### src/rtufr_pkg.sv
// rtufr_pkg: constants, types and the bytewise crc-16 update for the rtu frame receiver
// no dependencies; imported by every module of the block
`default_nettype none

package rtufr_pkg;

  localparam int unsigned MaxFrameLen = 19;
  localparam int unsigned CntW        = $clog2(MaxFrameLen + 1);
  localparam int unsigned PosW        = 5;
  localparam int unsigned MinCheckLen = 4;

  localparam logic [15:0] CrcInit      = 16'hFFFF;
  localparam logic [15:0] CrcPoly      = 16'hA001;
  localparam logic [7:0]  SlaveAddrRst = 8'd1;

  typedef logic [CntW-1:0] cnt_t;

  typedef struct packed {
    logic            in_frame;
    logic [PosW-1:0] byte_pos;
    logic            frame_ok;
    logic [PosW-1:0] frame_len;
    logic            frame_dropped;
  } result_t;

  function automatic logic [15:0] crc_add_byte(logic [15:0] crc, logic [7:0] b);
    logic [15:0] c;
    c = crc ^ {8'h00, b};
    for (int i = 0; i < 8; i++) begin
      if (c[0]) begin
        c = (c >> 1) ^ CrcPoly;
      end else begin
        c = c >> 1;
      end
    end
    return c;
  endfunction

endpackage

`default_nettype wire

### src/rtufr_in_reg.sv
// rtufr_in_reg: input register stage holding one received byte request
// depends on rtufr_pkg
`default_nettype none

module rtufr_in_reg
  import rtufr_pkg::*;
(
  input  wire logic       clk_i,
  input  wire logic       rst_ni,
  input  wire logic       rx_valid_i,
  output logic            rx_stall_o,
  input  wire logic [7:0] rx_byte_i,
  input  wire logic       take_i,
  output logic            valid_o,
  output logic [7:0]      byte_o
);

  logic       valid_q, valid_d;
  logic [7:0] byte_q;
  logic       load;

  assign rx_stall_o = valid_q & ~take_i;
  assign load       = rx_valid_i & ~rx_stall_o;
  assign valid_d    = (take_i | ~valid_q) ? rx_valid_i : valid_q;

  always_ff @(posedge clk_i or negedge rst_ni) begin
    if (!rst_ni) begin
      valid_q <= 1'b0;
    end else begin
      valid_q <= valid_d;
    end
  end

  always_ff @(posedge clk_i) begin
    if (load) begin
      byte_q <= rx_byte_i;
    end
  end

  assign valid_o = valid_q;
  assign byte_o  = byte_q;

endmodule

`default_nettype wire

### src/rtufr_proc.sv
// rtufr_proc: frame tracking state, running crc and per-byte result logic
// depends on rtufr_pkg (crc_add_byte, result_t)
`default_nettype none

module rtufr_proc
  import rtufr_pkg::*;
(
  input  wire logic       clk_i,
  input  wire logic       rst_ni,
  input  wire logic       fire_i,
  input  wire logic [7:0] rx_byte_i,
  input  wire logic       cfg_we_i,
  input  wire logic [7:0] cfg_wdata_i,
  output result_t         res_o
);

  logic        addr_hit;
  logic [7:0]  slave_address_q;
  logic        receiving_q, receiving_d;
  cnt_t        count_q, count_d;
  logic [15:0] crc_q, crc_d;
  logic [7:0]  newer_q, newer_d;
  logic [7:0]  older_q, older_d;
  logic        match;

  assign addr_hit = (rx_byte_i == slave_address_q);

  always_comb begin
    receiving_d = receiving_q;
    count_d     = count_q;
    crc_d       = crc_q;
    newer_d     = newer_q;
    older_d     = older_q;
    match       = 1'b0;
    res_o       = '0;
    if (!receiving_q) begin
      if (addr_hit) begin
        receiving_d    = 1'b1;
        count_d        = cnt_t'(1);
        crc_d          = CrcInit;
        older_d        = 8'h00;
        newer_d        = rx_byte_i;
        res_o.in_frame = 1'b1;
      end
    end else begin
      if (count_q >= cnt_t'(2)) begin
        crc_d = crc_add_byte(crc_q, older_q);
      end
      older_d        = newer_q;
      newer_d        = rx_byte_i;
      count_d        = count_q + cnt_t'(1);
      res_o.in_frame = 1'b1;
      res_o.byte_pos = PosW'(count_q);
      if (count_d >= cnt_t'(MinCheckLen)) begin
        match = (older_d == crc_d[7:0]) && (newer_d == crc_d[15:8]);
        if (match) begin
          res_o.frame_ok  = 1'b1;
          res_o.frame_len = PosW'(count_d);
          receiving_d     = 1'b0;
        end else if (count_d >= cnt_t'(MaxFrameLen)) begin
          res_o.frame_dropped = 1'b1;
          receiving_d         = 1'b0;
        end
      end
    end
  end

  always_ff @(posedge clk_i or negedge rst_ni) begin
    if (!rst_ni) begin
      slave_address_q <= SlaveAddrRst;
      receiving_q     <= 1'b0;
      count_q         <= '0;
      crc_q           <= CrcInit;
      newer_q         <= 8'h00;
      older_q         <= 8'h00;
    end else begin
      if (cfg_we_i) begin
        slave_address_q <= cfg_wdata_i;
      end
      if (fire_i) begin
        receiving_q <= receiving_d;
        count_q     <= count_d;
        crc_q       <= crc_d;
        newer_q     <= newer_d;
        older_q     <= older_d;
      end
    end
  end

endmodule

`default_nettype wire

### src/rtufr_out_reg.sv
// rtufr_out_reg: result register driving the output request channel
// depends on rtufr_pkg (result_t)
`default_nettype none

module rtufr_out_reg
  import rtufr_pkg::*;
(
  input  wire logic    clk_i,
  input  wire logic    rst_ni,
  input  wire logic    valid_i,
  input  result_t      res_i,
  output logic         take_o,
  output logic         res_valid_o,
  input  wire logic    res_stall_i,
  output result_t      res_o
);

  logic    valid_q;
  result_t res_q;

  assign take_o = ~valid_q | ~res_stall_i;

  always_ff @(posedge clk_i or negedge rst_ni) begin
    if (!rst_ni) begin
      valid_q <= 1'b0;
    end else if (take_o) begin
      valid_q <= valid_i;
    end
  end

  always_ff @(posedge clk_i) begin
    if (take_o && valid_i) begin
      res_q <= res_i;
    end
  end

  assign res_valid_o = valid_q;
  assign res_o       = res_q;

endmodule

`default_nettype wire

### src/rtu_frame_receiver_crc16_core.sv
// rtu_frame_receiver_crc16_core: top level of the modbus rtu frame receiver
// depends on rtufr_pkg, rtufr_in_reg, rtufr_proc, rtufr_out_reg
`default_nettype none

// One received byte per request, one result per byte. A new byte can be taken
// every clock cycle unless rx_stall_o is raised; its result is registered
// when the byte leaves the input register (the crc update and compare sit
// between the input register and the result register).
// The running crc-16/modbus folds in each frame byte two accepted requests later.
// rx_stall_o follows res_stall_i combinationally when both registers are
// full. slave_address may be written only while no request is in flight.
module rtu_frame_receiver_crc16_core
  import rtufr_pkg::*;
(
  input  wire logic            clk_i,
  input  wire logic            rst_ni,
  input  wire logic            cfg_we_i,
  input  wire logic [7:0]      cfg_wdata_i,
  input  wire logic            rx_valid_i,
  output logic                 rx_stall_o,
  input  wire logic [7:0]      rx_byte_i,
  output logic                 res_valid_o,
  input  wire logic            res_stall_i,
  output logic                 in_frame_o,
  output logic [PosW-1:0]      byte_pos_o,
  output logic                 frame_ok_o,
  output logic [PosW-1:0]      frame_len_o,
  output logic                 frame_dropped_o
);

  logic       take;
  logic       stage_valid;
  logic [7:0] stage_byte;
  result_t    res_comb;
  result_t    res_reg;

  rtufr_in_reg u_in_reg (
    .clk_i      (clk_i),
    .rst_ni     (rst_ni),
    .rx_valid_i (rx_valid_i),
    .rx_stall_o (rx_stall_o),
    .rx_byte_i  (rx_byte_i),
    .take_i     (take),
    .valid_o    (stage_valid),
    .byte_o     (stage_byte)
  );

  rtufr_proc u_proc (
    .clk_i       (clk_i),
    .rst_ni      (rst_ni),
    .fire_i      (stage_valid & take),
    .rx_byte_i   (stage_byte),
    .cfg_we_i    (cfg_we_i),
    .cfg_wdata_i (cfg_wdata_i),
    .res_o       (res_comb)
  );

  rtufr_out_reg u_out_reg (
    .clk_i       (clk_i),
    .rst_ni      (rst_ni),
    .valid_i     (stage_valid),
    .res_i       (res_comb),
    .take_o      (take),
    .res_valid_o (res_valid_o),
    .res_stall_i (res_stall_i),
    .res_o       (res_reg)
  );

  assign in_frame_o      = res_reg.in_frame;
  assign byte_pos_o      = res_reg.byte_pos;
  assign frame_ok_o      = res_reg.frame_ok;
  assign frame_len_o     = res_reg.frame_len;
  assign frame_dropped_o = res_reg.frame_dropped;

endmodule

`default_nettype wire

### config.mk
export PLATFORM = sky130hd
export DESIGN_NAME = rtu_frame_receiver_crc16_core
export DESIGN_NICKNAME = d
export VERILOG_FILES = /design/src/rtufr_pkg.sv /design/src/rtufr_in_reg.sv /design/src/rtufr_proc.sv /design/src/rtufr_out_reg.sv /design/src/rtu_frame_receiver_crc16_core.sv
export SDC_FILE = /design/constraint.sdc
export NUM_CORES = 1
export LEC_CHECK = 0
export BUFFER_PORTS_ARGS = -buffer_cell sky130_fd_sc_hd__buf_4
export CAP_MARGIN = 20
export CORE_AREA = 2 2 113 115
export DETAILED_ROUTE_END_ITERATION = 6
export DIE_AREA = 0 0 115 117
export PLACE_DENSITY_LB_ADDON = 0.2
export SYNTH_ARGS = -nofsm -noshare
export SYNTH_HDL_FRONTEND = slang
export SYNTH_SLANG_ARGS = --single-unit
### constraint.sdc
create_clock -name clk_i -period 3.4 [get_ports clk_i]
set_input_delay 0.51 -clock clk_i [delete_from_list [all_inputs] [get_ports clk_i]]
set_output_delay 0.51 -clock clk_i [all_outputs]
set_load 0.05 [all_outputs]
Word-level counts from Yosys, hierarchy flattened
Cells that the tools add are included.

word-level totals
  input bits = 21
  flip-flop bits (word level) = 69
  word-level logic and storage cells = 88
  output and inout bits = 15

cells by class
  reductions and logical operators = 7
  bitwise gates (word level) = 21
  magnitude comparators = 3
  add/subtract/negate cells = 1
  equal/unequal tests = 3
  multiplexer cells = 39

operator list
  operator                                                                             number
  16-bit 2-to-1 mux                                                                    26
  8-bit 2-to-1 mux                                                                     4
  8-bit equality test                                                                  3
  2-bit inverter with 3-bit output                                                     8
  16-bit by 8-bit bitwise XOR with 16-bit output                                       1
  5-bit 2-to-1 mux                                                                     2
  1-bit inverter                                                                       7
  1-bit 2-to-1 mux                                                                     6
  6-bit 2-to-1 mux                                                                     1
  5-bit by 1-bit adder with 5-bit output, second input constant                        1
  5-bit by 2-bit greater-or-equal comparator with 1-bit output, second input constant  1
  5-bit by 3-bit greater-or-equal comparator with 1-bit output, second input constant  1
  5-bit greater-or-equal comparator, second input constant                             1
  2-bit AND reduction                                                                  2
  1-bit AND                                                                            3
  3-bit AND reduction                                                                  1
  3-bit OR reduction                                                                   1
  1-bit logical AND                                                                    2
  1-bit bitwise OR                                                                     2
  2-bit nonzero test                                                                   1

Logic depth before layout (Yosys ltp)
Gate-level depths: netlist (run 1).

  word-level depth = 38
  mapped depth = 11
  depth with buffers taken out = 9

By module
From an unflattened synthesis (run 1), not the netlist that was laid out.

second synthesis, totals
  cells, all modules = 331
  area total of the unflattened synthesis = 3599.7 sq um

by module, submodules not included
  module                         times used  cells each  area an instance (sq um)
  rtufr_proc                     1           300         2857.7
  rtufr_out_reg                  1           17          437.9
  rtufr_in_reg                   1           13          297.8
  rtu_frame_receiver_crc16_core  1           1           6.3

Worst setup path before layout (run 1)
OpenSTA, ideal clock, no wires.

  kind = register to register
  start point = register u_proc.crc_q[3]
  end point = register u_out_reg.res_q (netlist bit u_out_reg.res_o[0]) (data pin)
  setup time = 0.259 ns
  data arrival time = 2.534 ns
  cell stages (with the launch flop) = 8
  period minus slack after synthesis = 2.793 ns
  required time = 3.141 ns
  path slack = 0.607 ns
  cells stage by stage = dfstp_2 xor2_2 xor2_1 xor3_2 xor2_1 or3b_1 and2_1 o31a_1

on the way
  word-level cells in the longest chain between the ends = 30

RTL lines
  element                                                                RTL line                            source
  start: declaration                                                     rtufr_proc.sv:21                    logic [15:0] crc_q, crc_d;
  start signal: assignment                                               rtufr_proc.sv:73                    crc_q <= CrcInit;
  start signal: assignment                                               rtufr_proc.sv:83                    crc_q <= crc_d;
  16-bit by 8-bit bitwise XOR with 16-bit output                         rtufr_pkg.sv:28                     c = crc ^ {8'h00, b};
  16-bit 2-to-1 mux                                                      rtufr_pkg.sv:30                     if (c[0]) begin
  16-bit 2-to-1 mux                                                      rtufr_proc.sv:46                    if (count_q >= cnt_t'(2)) begin
  16-bit 2-to-1 mux                                                      rtufr_proc.sv:36                    if (!receiving_q) begin
  16-bit 2-to-1 mux                                                      rtufr_pkg.sv:30
  16-bit 2-to-1 mux                                                      rtufr_proc.sv:46
  16-bit 2-to-1 mux                                                      rtufr_proc.sv:36
  2-bit inverter with 3-bit output (no line)                             n/a
  [14 not listed]                                                        n/a
  16-bit 2-to-1 mux (on tied branches)                                   rtufr_proc.sv:46, rtufr_proc.sv:36
  16-bit 2-to-1 mux or 2-bit inverter with 3-bit output (tied branches)  n/a
  16-bit 2-to-1 mux                                                      rtufr_pkg.sv:30
  16-bit 2-to-1 mux *                                                    rtufr_proc.sv:46
  16-bit 2-to-1 mux *                                                    rtufr_proc.sv:36
  8-bit equality test                                                    rtufr_proc.sv:55                    match = (older_d == crc_d[7:0]) && (newer_d == crc_d[15:8]);
  1-bit logical AND *                                                    rtufr_proc.sv:55
  3-bit OR reduction (no line) *                                         n/a
  end signal: assignment                                                 rtufr_out_reg.sv:33                 res_q <= res_i;
  end: declaration                                                       rtufr_out_reg.sv:19                 result_t res_q;

Every way passes the cells marked *; elsewhere a longest branch is shown, timed or not. The select of a mux whose other input is x is not followed.
A chain may end at the register's enable or synchronous reset.

Final worst setup path (run 1)
  start point = register u_proc.count_q[4]
  end point = register u_out_reg.res_q (netlist bit u_out_reg.res_o[0]) (data pin)

on the way
  word-level cells in the longest chain between the ends = 6

RTL lines
  element                                                       RTL line          source
  start: declaration                                            rtufr_proc.sv:20  cnt_t count_q, count_d;
  start signal: assignment                                      rtufr_proc.sv:82  count_q <= count_d;
  5-bit by 2-bit greater-or-equal comparator with 1-bit output  rtufr_proc.sv:46
  16-bit 2-to-1 mux                                             rtufr_proc.sv:46
  16-bit 2-to-1 mux                                             rtufr_proc.sv:36
  8-bit equality test                                           rtufr_proc.sv:55
  1-bit logical AND                                             rtufr_proc.sv:55
  3-bit OR reduction (no line)                                  n/a

Several ways; a longest one is shown, not always the timed one. The select of a mux whose other input is x is not followed.

==> PnR_summary.wiki, run 1 <==
{| class="wikitable"
! Metric !! Value
|-
| CP max-delay cell || sky130_fd_sc_hd__or4_4
|-
| Share of synthesized registers carrying an async set or reset || 69.6%
|-
| Sequential area share after synthesis || slightly above 50%
|-
| Period Utilization, post-route || roughly 91%
|-
| Buffers and inverters on the worst path || 0
|-
| Worst Path Arrival || around 3.2 ns
|-
| Number of CTS-inserted buffers || 9
|-
| Worst-path fanout max || 11
|-
| First drt pass iteration count || 4
|-
| Final min period || a little over 3 ns
|-
| Core Area || between 10000 and 15000 um2
|-
| Mean routed wirelength per cell || around 17 um
|-
| Total Neg Setup Slack || 0 ns
|-
| Most repeated cell in the gate-level netlist after synthesis || sky130_fd_sc_hd__dfrtp_1
|-
| Via count of the first global-routing pass || between 2000 and 3000
|-
| Count of boundary I/O pins || 36
|-
| Buffers inserted by post-CTS timing repair || 0
|-
| Clock latency on the worst-skew pair || approximately 0.33 ns
|-
| CTS H-tree depth || 3
|-
| Clock input transition at the sequential cells of the worst setup and hold paths || roughly 0.060 ns
|-
| Deepest clock path buffer count || 2
|-
| Final net count || between 300 and 400
|-
| Sort of element at the end of the critical path || flip-flop
|-
| Unique masters post-synth || 59
|-
| Max capacitance violation total || 0
|-
| Critical Path Start Type || flip-flop
|-
| Worst vdd ir || just over 0.5 mV
|-
| Maximum achievable frequency || around 320 MHz
|-
| Number of cell rows || approximately 40
|-
| Cts-stage hold buffer count || 0
|-
| Syn avg cell area || roughly 12 um2
|-
| Ys flop type || sky130_fd_sc_hd__dfrtp_1
|-
| Static Leakage || about 0.0018 uW
|-
| Die width || 115 um
|-
| Clock tree from TritonCTS || built
|-
| Layout area overhead || 22.1%
|-
| Required arrival time at the worst endpoint || 3.48 ns
|-
| Clock Sink Count || roughly 70
|-
| Vias per std cell || about 4.9
|-
| Syn Inst Count || between 300 and 400
|-
| Run status || finished, final reports clean
|-
| Count of final setup violators || 0
|-
| Number of antenna violations at the first check in global routing || 0
|-
| Fraction of layout cells with a size suffix above 1 || 30.0%
|-
| Final setup skew || 0.00654 ns
|-
| Critical path class || flip-flop to flip-flop
|-
| Leading post-synthesis cells by instance count || 31 x sky130_fd_sc_hd__dfrtp_1, 21 x sky130_fd_sc_hd__edfxtp_1, 20 x sky130_fd_sc_hd__nand2_1
|-
| Uppermost routed layer || met4
|-
| Relative max-transition margin || 57.2%
|-
| Routed WL || 8490 um
|-
| Final hold violation count || 0
|-
| Antenna Diode Count || 0
|-
| Worst-Margin Slew || between 0.6 and 0.7 ns
|-
| DRC Markers || 0
|-
| Wire length of the first global-routing pass || between 10000 and 15000 um
|-
| Global router's overall resource usage || ~13%
|-
| DR vias || between 2000 and 3000
|-
| Final HPWL from detailed placement || ~6000 um
|-
| Yosys Warn Count || 0
|-
| Starting DRC count in detailed routing || approximately 180
|-
| Post-synthesis sequential element count || 69
|-
| Minimum hold slack || 0.193 ns
|-
| Pin count of the biggest net entering global routing || 49
|-
| Die ar. || 13500 um2
|-
| Routed wl met3 || ~270 um
|-
| Family of cells with the greatest summed delay on the critical path || simple AND/OR/NAND/NOR gates
|-
| Port buffer count || 35
|-
| Number of nets with antenna violations after detailed routing || 0
|-
| Overall die height || between 100 and 150 um
|-
| Last weighted congestion value of the routability-driven placer || about 0.8
|-
| Area share of the leading cell type in the synthesized netlist || 21.6%
|-
| Met2 routed wirelength || between 4000 and 5000 um
|-
| Clk root buf || sky130_fd_sc_hd__clkbuf_16
|-
| Remaining Overflow, GRT || 0
|-
| Cell types occupying the most area after synthesis || sky130_fd_sc_hd__dfrtp_1 22%, sky130_fd_sc_hd__edfxtp_1 18%, sky130_fd_sc_hd__dfstp_2 12%, sky130_fd_sc_hd__mux2_2 4.7%, sky130_fd_sc_hd__xnor2_1 4.6%
|-
| Worst-path cell chain || or4_4 > nor2_2 > a211oi_1 > a2111oi_2 > nand4_1 > or3b_1 > o31a_1
|-
| Post-synth design cell area || ~3600 um2
|-
| Number of pins exceeding their max-slew limit in the final report || 0
|-
| Delay of the slowest critical-path stage || 0.54 ns
|-
| Cell taking the most area after synthesis || sky130_fd_sc_hd__dfrtp_1
|-
| Syn Nets || between 300 and 400
|-
| Unrepaired setup endpoints after global routing || no
|-
| Met1 layer wirelength in the final routing || around 3900 um
|-
| Count of cells resized by post-cts repair || 0
|-
| Pwr/cell area || 1200 nW/um2
|-
| Starting utilization of the core area || 29.1%
|-
| Type of the worst min-delay path || input port to asynchronous set/reset pin
|-
| Number of enable-type register cells in the synthesized netlist || 21
|}
[registers in the layout, summed over array words and instances (netlist names)]
| register | cells |
|---|---|
| u_in_reg.byte_o | 8 |
| u_proc.count_q | 5 |
| u_proc.crc_q | 16 |
| u_out_reg.res_o | 13 |
| u_proc.receiving_q | 1 |
| u_out_reg.res_valid_o | 1 |
| u_in_reg.valid_o | 1 |
| u_proc.older_q | 8 |
| u_proc.slave_address_q | 8 |
| u_proc.newer_q | 8 |
[placed cells by master, fill, tap and decap left out, types with 3 or more instances in the layout]
cell type                    n
sky130_fd_sc_hd__buf_4      44
sky130_fd_sc_hd__dfrtp_1    31
sky130_fd_sc_hd__edfxtp_1   21
sky130_fd_sc_hd__nand2_1    20
sky130_fd_sc_hd__xnor2_1    19
sky130_fd_sc_hd__xor2_1     19
sky130_fd_sc_hd__nor2_1     18
sky130_fd_sc_hd__a21oi_1    17
sky130_fd_sc_hd__dfstp_2    17
sky130_fd_sc_hd__mux2_2     15
sky130_fd_sc_hd__o21ai_0    15
sky130_fd_sc_hd__inv_1      14
sky130_fd_sc_hd__and2_1     11
sky130_fd_sc_hd__clkbuf_16   9
sky130_fd_sc_hd__nand3_1     6
sky130_fd_sc_hd__nor3_1      5
sky130_fd_sc_hd__nand2b_1    5
sky130_fd_sc_hd__a22o_1      5
sky130_fd_sc_hd__o22a_1      5
sky130_fd_sc_hd__a22oi_1     3
sky130_fd_sc_hd__mux2i_1     3
sky130_fd_sc_hd__nor4_1      3
sky130_fd_sc_hd__bufinv_16   3
[cells by family (layout without fill, tap and decap cells)]
| group | Yosys count | in the layout | share of synthesized area (%) |
|---|---|---|---|
| compound gates | 67 | 67 | 12.8 |
| fa+ha+maj | 2 | 2 | 0.697 |
| xor+xnor | 45 | 45 | 13.6 |
| flops | 69 | 69 | 51.6 |
| mux | 18 | 18 | 5.54 |
| simple gates | 82 | 82 | 12.2 |
| buf+inv | 28 | 74 | 3.56 |
[worst paths after layout]
| kind | from | endpoint | slack (ns) | cells after the start |
|---|---|---|---|---|
| worst min register to register | u_proc.older_q[2] | u_proc.older_q[2] | 0.51 | 2 |
| max in group asynchronous | rst_ni | u_proc.count_q[4] | 2.76 | 1 |
| worst min-delay path | rst_ni | u_proc.slave_address_q[2] | 0.19 | 1 |
| worst max register to register | u_proc.count_q[4] | u_out_reg.res_o[0] | 0.32 | 7 |
| worst max-delay path | u_proc.count_q[4] | u_out_reg.res_o[0] | 0.32 | 7 |
| min in group clk_i | rx_byte_i[3] | u_in_reg.byte_o[3] | 0.35 | 1 |
[through the flow]
step / power [uW] / std cells / utilization (%) / area [um2] / setup slack (ns)
floorplan: 3570 / 311 / - / 3590 / 0.607
global placement: 4170 / 491 / 32.7 / 4030 / 0.348
detailed placement: 4160 / 491 / 32.7 / 4030 / 0.304
CTS: 5270 / 507 / 35.6 / 4380 / 0.293
global route: 5590 / 507 / 35.6 / 4380 / 0.163
finish: 5240 / 507 / 35.6 / 4380 / 0.316
[final cells by class]
cell class	instances	area [um2]
Inverter	14	52.6
Clock inverter	6	110
Multi-Input combinational cell	214	1610
Clock buffer	10	239
Tap cell	150	188
Timing Repair Buffer	44	330
Sequential cell	69	1850
Fill cell	1221	7930
[where the power goes]
part / total (uW) / switching [uW] / internal (uW)
Combinational: 2710 / 1460 / 1250
Clock: 1090 / 352 / 735
Sequential: 1440 / 269 / 1170
Total: 5240 / 2080 / 3160
[metal layers]
| layer | track usage (%) | up-vias |
|---|---|---|
| met2 | 22.3 | 52 |
| li1 | - | 1196 |
| met3 | 2.83 | 10 |
| met4 | 4.90 | 0 |
| met1 | 17.4 | 1251 |
| met5 | 0 | - |
Note: power is estimated with default switching activity, not from simulation.
==> run 2: changes to the inputs <==
- BUFFER_PORTS_ARGS: -buffer_cell sky130_fd_sc_hd__buf_4 -> -buffer_cell sky130_fd_sc_hd__buf_2
- CORE_AREA: 2 2 113 115 -> 2 2 88 90
- DIE_AREA: 0 0 115 117 -> 0 0 90 92
==> PnR_summary.wiki, run 2 (synthesized netlist as in run 1, its figures left out) <==
{| class="wikitable"
! Metric !! Value
|-
| Run status || finished, final reports clean
|-
| Last weighted congestion value of the routability-driven placer || 0.889 (+10%)
|-
| Wire length of the first global-routing pass || 12500 um (-9.0%)
|-
| Buffers inserted by post-CTS timing repair || 0 (unchanged)
|-
| Final min period || 3.22 ns (+0.138 ns)
|-
| Most frequent standard cell in the layout excluding fill and tap cells || sky130_fd_sc_hd__buf_2
|-
| Overall die height || 92 um (-21%)
|-
| Cts-stage hold buffer count || 0 (unchanged)
|-
| Antenna Diode Count || 0 (unchanged)
|-
| First drt pass iteration count || 4 (unchanged)
|-
| Final hold violation count || 0 (unchanged)
|-
| Pin count of the biggest net entering global routing || 49 (unchanged)
|-
| Relative max-transition margin || 42.5% (-15 points)
|-
| Post-layout util || 55.0% (+19 points)
|-
| Critical path class || flip-flop to flip-flop
|-
| Static Leakage || 0.00169 uW (-4.9%)
|-
| Vias per std cell || 5.47 (+11%)
|-
| Internal reg-to-reg setup slack || 0.18 ns (-0.14 ns)
|-
| Clock Sink Count || 69 (unchanged)
|-
| Starting utilization of the core area || 48.2% (+19 points)
|-
| Period Utilization, post-route || 94.8% (+4.0 points)
|-
| Clk root buf || sky130_fd_sc_hd__clkbuf_8
|-
| Count of cells resized by post-cts repair || 0 (unchanged)
|-
| Required arrival time at the worst endpoint || 3.50 ns (+0.02 ns)
|-
| Maximum achievable frequency || 310 MHz (-4.3%)
|-
| Post-route cell area || 4100 um2 (-6.5%)
|-
| Number of antenna violations at the first check in global routing || 0 (unchanged)
|-
| Remaining Overflow, GRT || 0 (unchanged)
|-
| Core Area || 7450 um2 (-40%)
|-
| Via count of the first global-routing pass || 2554 (+0.71%)
|-
| Sort of element at the end of the critical path || flip-flop
|-
| Mean routed wirelength per cell || 16.5 um (-1.2%)
|-
| Die ar. || 8280 um2 (-38%)
|-
| Number of CTS-inserted buffers || 9 (unchanged)
|-
| Port buffer count || 35 (unchanged)
|-
| Count of boundary I/O pins || 36 (unchanged)
|-
| Length in cells of the worst reg-to-reg path || 7 (unchanged)
|-
| Critical Path Start Type || flip-flop
|-
| Clock input transition at the sequential cells of the worst setup and hold paths || 0.07 ns (about the same)
|-
| Number of cells in the finished layout apart from fillers || 457 (-9.9%)
|-
| Total placed cells including tap cells || 440 (-10%)
|-
| Fraction of layout cells with a size suffix above 1 || 29.0% (-0.96 points)
|-
| Deepest clock path buffer count || 2 (unchanged)
|-
| Worst Path Arrival || 3.32 ns (+0.16 ns)
|-
| Worst-path fanout max || 11 (unchanged)
|-
| Clock tree from TritonCTS || built
|-
| Max capacitance violation total || 0 (unchanged)
|-
| Max reg flops || 16 (unchanged)
|-
| Most used cells in the layout excluding fill and tap cells || 35 x sky130_fd_sc_hd__buf_2, 31 x sky130_fd_sc_hd__dfrtp_1, 21 x sky130_fd_sc_hd__edfxtp_1
|-
| Total Neg Setup Slack || 0 ns (unchanged)
|-
| Number of nets with antenna violations after detailed routing || 0 (unchanged)
|-
| Count of final setup violators || 0 (unchanged)
|-
| CTS H-tree depth || 3 (unchanged)
|-
| Number of pins exceeding their max-slew limit in the final report || 0 (unchanged)
|-
| Post-placement cell area || 3860 um2 (-4.2%)
|-
| Starting DRC count in detailed routing || 186 (+6.3%)
|-
| Worst-Margin Slew || 0.859 ns (+0.217 ns)
|-
| Die width || 90 um (-22%)
|-
| Layout area overhead || 14.2%
|-
| DRC Markers || 0 (unchanged)
|-
| Type of the worst min-delay path || input port to asynchronous set/reset pin
|-
| Worst vdd ir || 0.649 mV (+26%)
|-
| Final HPWL from detailed placement || 5350 um (-11%)
|-
| Final setup skew || 0.00938 ns (+0.00284 ns)
|-
| DR vias || 2501 (-0.32%)
|-
| Largest Register || u_proc.crc_q
|-
| Pwr/cell area || 1180 nW/um2 (-1.2%)
|-
| Global router's overall resource usage || 19.6% (+6.2 points)
|-
| Clock latency on the worst-skew pair || 0.35 ns (+0.02 ns)
|-
| Final net count || 373 (-0.53%)
|-
| Routed WL || 7560 um (-11%)
|-
| Number of cell rows || 32 (-22%)
|-
| Unrepaired setup endpoints after global routing || no
|}
==> run 2: changes by cell type in the layout (fill, tap and decap cells not counted), moves of 2 or more <==
| cell | change |
|---|---|
| sky130_fd_sc_hd__buf_2 | +35 |
| sky130_fd_sc_hd__buf_4 | -38 |
| sky130_fd_sc_hd__clkbuf_16 | -9 |
| sky130_fd_sc_hd__clkbuf_8 | +9 |
| sky130_fd_sc_hd__clkinvlp_4 | -2 |
==> run 2: report_power, final <==
part / total [uW] / switching [uW] / internal, uW
Clock: 728 / 299 / 428
Sequential: 1440 / 273 / 1170
Combinational: 2670 / 1440 / 1230
==> run 2: metrics by stage <==
stage | hold slack, ns | setup WS [ns] | power (uW)
after floorplan | 0.214 | 0.607 | 3570
after global placement | 0.482 | 0.249 | 4060
after detailed placement | 0.495 | 0.199 | 4090
after CTS | 0.320 | 0.196 | 4830
after global routing | 0.0764 | 0.0240 | 5180
final | 0.0616 | 0.178 | 4840
==> run 2: final cells by class <==
type,count,area [um2]
Clock buffer,11,141
Clock inverter,5,73.8
Fill cell,682,3350
Inverter,14,52.6
Multi-Input combinational cell,214,1610
Sequential cell,69,1850
Tap cell,102,128
Timing Repair Buffer,42,240
==> run 2: worst max-delay path, stage by stage, from the launching register on <==
cell and delay (ns):
sky130_fd_sc_hd__dfrtp_1 0.49, sky130_fd_sc_hd__or4_4 0.59, sky130_fd_sc_hd__nor2_2 0.39, sky130_fd_sc_hd__a211oi_1 0.16, sky130_fd_sc_hd__a2111oi_2 0.34, sky130_fd_sc_hd__nand4_1 0.17, sky130_fd_sc_hd__or3b_1 0.51, sky130_fd_sc_hd__o31a_1 0.33
==> run 2: per-layer routing <==
layer	wire length, um	track usage, %	share of wire (%)
met1	3350	25.1	44
met5	0	0	0
met3	394	3.86	5.2
met2	3600	31.1	48
met4	213	11.5	2.8
==> run 2: path summary, 6_finish.rpt <==
check | startpoint | end
setup / recovery | u_proc.count_q[3] | u_out_reg.res_o[0]
hold / removal | rst_ni | u_proc.slave_address_q[2]
setup reg to reg | u_proc.count_q[3] | u_out_reg.res_o[0]
hold reg to reg | u_in_reg.valid_o | u_out_reg.res_valid_o
max in group asynchronous | rst_ni | u_proc.crc_q[7]
min in group clk_i | rx_byte_i[5] | u_in_reg.byte_o[5]
==> run 3: changes to the inputs <==
==> constraint.sdc (replaced) <==
create_clock -name clk_i -period 3.4 [get_ports clk_i]
set_input_delay 0.85 -clock clk_i [delete_from_list [all_inputs] [get_ports clk_i]]
set_output_delay 0.85 -clock clk_i [all_outputs]
set_load 0.05 [all_outputs]
==> PnR_summary.wiki, run 3 (synthesized netlist as in run 1, its figures left out) <==
{| class="wikitable"
! Metric !! Value
|-
| Run status || finished, final reports clean
|-
| Required arrival time at the worst endpoint || 3.52 ns (+0.02 ns)
|-
| Critical path class || flip-flop to flip-flop
|-
| Critical Path Start Type || flip-flop
|-
| Number of CTS-inserted buffers || 9 (unchanged)
|-
| Sort of element at the end of the critical path || flip-flop
|-
| DR vias || 2455 (-1.8%)
|-
| Antenna Diode Count || 0 (unchanged)
|-
| Final net count || 374 (+0.27%)
|-
| Fraction of layout cells with a size suffix above 1 || 29.8% (+0.76 points)
|-
| Layout area overhead || 13.9%
|-
| Static Leakage || 0.00169 uW (-0.10%)
|-
| Family of cells with the greatest summed delay on the critical path || simple AND/OR/NAND/NOR gates
|-
| Worst-path cell chain || or4_4 > nor2_2 > a211oi_1 > a2111oi_2 > nand4_1 > or3b_1 > o31a_1
|-
| Vias per std cell || 5.36 (-2.1%)
|-
| Total Neg Setup Slack || 0 ns (unchanged)
|-
| Number of antenna violations at the first check in global routing || 0 (unchanged)
|-
| Minimum hold slack || 0.360 ns (+0.298 ns)
|-
| Via count of the first global-routing pass || 2449 (-4.1%)
|-
| Worst Path Arrival || 3.27 ns (-0.05 ns)
|-
| First drt pass iteration count || 4 (unchanged)
|-
| Maximum achievable frequency || 318 MHz (+2.4%)
|-
| Total power || 4820 uW (-0.40%)
|-
| Number of nets with antenna violations after detailed routing || 0 (unchanged)
|-
| Max reg flops || 16 (unchanged)
|-
| Buffers and inverters on the worst path || 0 (unchanged)
|-
| Starting utilization of the core area || 48.2% (unchanged)
|-
| Global router's overall resource usage || 19.8% (+0.21 points)
|-
| Relative max-transition margin || 45.5% (+2.9 points)
|-
| Count of cells resized by post-cts repair || 0 (unchanged)
|-
| Clock input transition at the sequential cells of the worst setup and hold paths || 0.08 ns (about the same)
|-
| Number of pins exceeding their max-slew limit in the final report || 0 (unchanged)
|-
| DRC Markers || 0 (unchanged)
|-
| Worst-path fanout max || 11 (unchanged)
|-
| Final HPWL from detailed placement || 5470 um (+2.3%)
|-
| Post-route cell area || 4090 um2 (-0.21%)
|-
| Final setup skew || 0.0104 ns (+0.00101 ns)
|-
| Number of cell rows || 32 (unchanged)
|-
| Most frequent standard cell in the layout excluding fill and tap cells || sky130_fd_sc_hd__buf_2
|-
| Period Utilization, post-route || 92.5% (-2.2 points)
|-
| Cts-stage hold buffer count || 0 (unchanged)
|-
| Die ar. || 8280 um2 (unchanged)
|-
| Remaining Overflow, GRT || 0 (unchanged)
|-
| Final hold violation count || 0 (unchanged)
|-
| Starting DRC count in detailed routing || 122 (-34%)
|-
| Pwr/cell area || 1180 nW/um2 (-0.18%)
|-
| Count of final setup violators || 0 (unchanged)
|-
| Die width || 90 um (unchanged)
|-
| Unrepaired setup endpoints after global routing || no
|-
| Clock Sink Count || 69 (unchanged)
|-
| Wire length of the first global-routing pass || 12500 um (-0.33%)
|-
| Final min period || 3.15 ns (-0.0762 ns)
|-
| Max capacitance violation total || 0 (unchanged)
|-
| Buffers inserted by post-CTS timing repair || 0 (unchanged)
|-
| Mean routed wirelength per cell || 16.9 um (+2.4%)
|-
| Type of the worst min-delay path || input port to asynchronous set/reset pin
|-
| Total stage count of the critical path || 7 (unchanged)
|-
| Clock tree from TritonCTS || built
|-
| Core Area || 7450 um2 (unchanged)
|-
| Overall die height || 92 um (unchanged)
|-
| Pin count of the biggest net entering global routing || 49 (unchanged)
|-
| Delay of the slowest critical-path stage || 0.54 ns (-0.05 ns)
|-
| Clk root buf || sky130_fd_sc_hd__clkbuf_8
|-
| Most used cells in the layout excluding fill and tap cells || 35 x sky130_fd_sc_hd__buf_2, 31 x sky130_fd_sc_hd__dfrtp_1, 21 x sky130_fd_sc_hd__edfxtp_1
|-
| Length in cells of the worst reg-to-reg path || 7 (unchanged)
|-
| CP max-delay cell || sky130_fd_sc_hd__or4_4
|-
| Post-layout util || 54.9% (-0.12 points)
|-
| Post-placement cell area || 3870 um2 (+0.19%)
|-
| Count of boundary I/O pins || 36 (unchanged)
|-
| CTS H-tree depth || 3 (unchanged)
|-
| Routed WL || 7760 um (+2.6%)
|-
| Clock latency on the worst-skew pair || 0.36 ns (about the same)
|-
| Deepest clock path buffer count || 2 (unchanged)
|-
| Port buffer count || 35 (unchanged)
|-
| Largest Register || u_proc.crc_q
|-
| Worst-Margin Slew || 0.815 ns (-0.0438 ns)
|-
| Worst vdd ir || 0.515 mV (-21%)
|-
| Last weighted congestion value of the routability-driven placer || 0.895 (+0.69%)
|}
-- run 3: changes by cell type in the layout (fill, tap and decap cells not counted) --
cell	previous run	this run
sky130_fd_sc_hd__buf_4	6	7
sky130_fd_sc_hd__clkinv_4	0	3
sky130_fd_sc_hd__inv_6	0	1
sky130_fd_sc_hd__clkbuf_1	1	0
sky130_fd_sc_hd__clkinv_1	1	0
sky130_fd_sc_hd__clkbuf_8	10	9
sky130_fd_sc_hd__bufinv_16	2	1
-- run 3: layout make-up --
cell class                      count  area, um2
Sequential cell                    69       1850
Clock buffer                        9        124
Fill cell                         657       3360
Tap cell                          102        128
Timing Repair Buffer               43        248
Clock inverter                      7       75.1
Inverter                           14       52.6
Multi-Input combinational cell    214       1610
-- run 3: final timing paths --
check / startpoint / endpoint / slack [ns]
setup / recovery: u_proc.count_q[4] / u_out_reg.res_o[0] / 0.25
setup reg to reg: u_proc.count_q[4] / u_out_reg.res_o[0] / 0.25
min in group clk_i: u_proc.older_q[2] / u_proc.older_q[2] / 0.51
max in group asynchronous: rst_ni / u_proc.crc_q[7] / 2.47
hold reg to reg: u_proc.older_q[2] / u_proc.older_q[2] / 0.51
hold / removal: rst_ni / u_proc.slave_address_q[2] / 0.36
-- run 3: through the flow --
stage | cells | setup slack [ns]
after floorplan | 311 | 0.607
after global placement | 441 | 0.352
after detailed placement | 441 | 0.269
after CTS | 457 | 0.266
after global routing | 458 | 0.135
final | 458 | 0.254
-- run 3: where the power goes --
part           total (uW)  internal (uW)  switching (uW)  leakage (uW)
registers            1430           1170             264      0.000756
clock network         682            342             340      0.000104
logic                2700           1230            1470      0.000831
-- run 3: layer usage --
metal	wire length, um	vias to the layer above	GRT usage (%)
li1	-	1195	-
met4	184	0	9.23
met5	0	-	0
met1	3510	1180	25.7
met3	349	14	4.52
met2	3720	66	31.8
-- run 3: worst register-to-register path: cells and delay by family (launching register included) --
family          cells  cell delay [ns]
compound gates      3             0.87
flops               1             0.44
simple gates        4             1.60
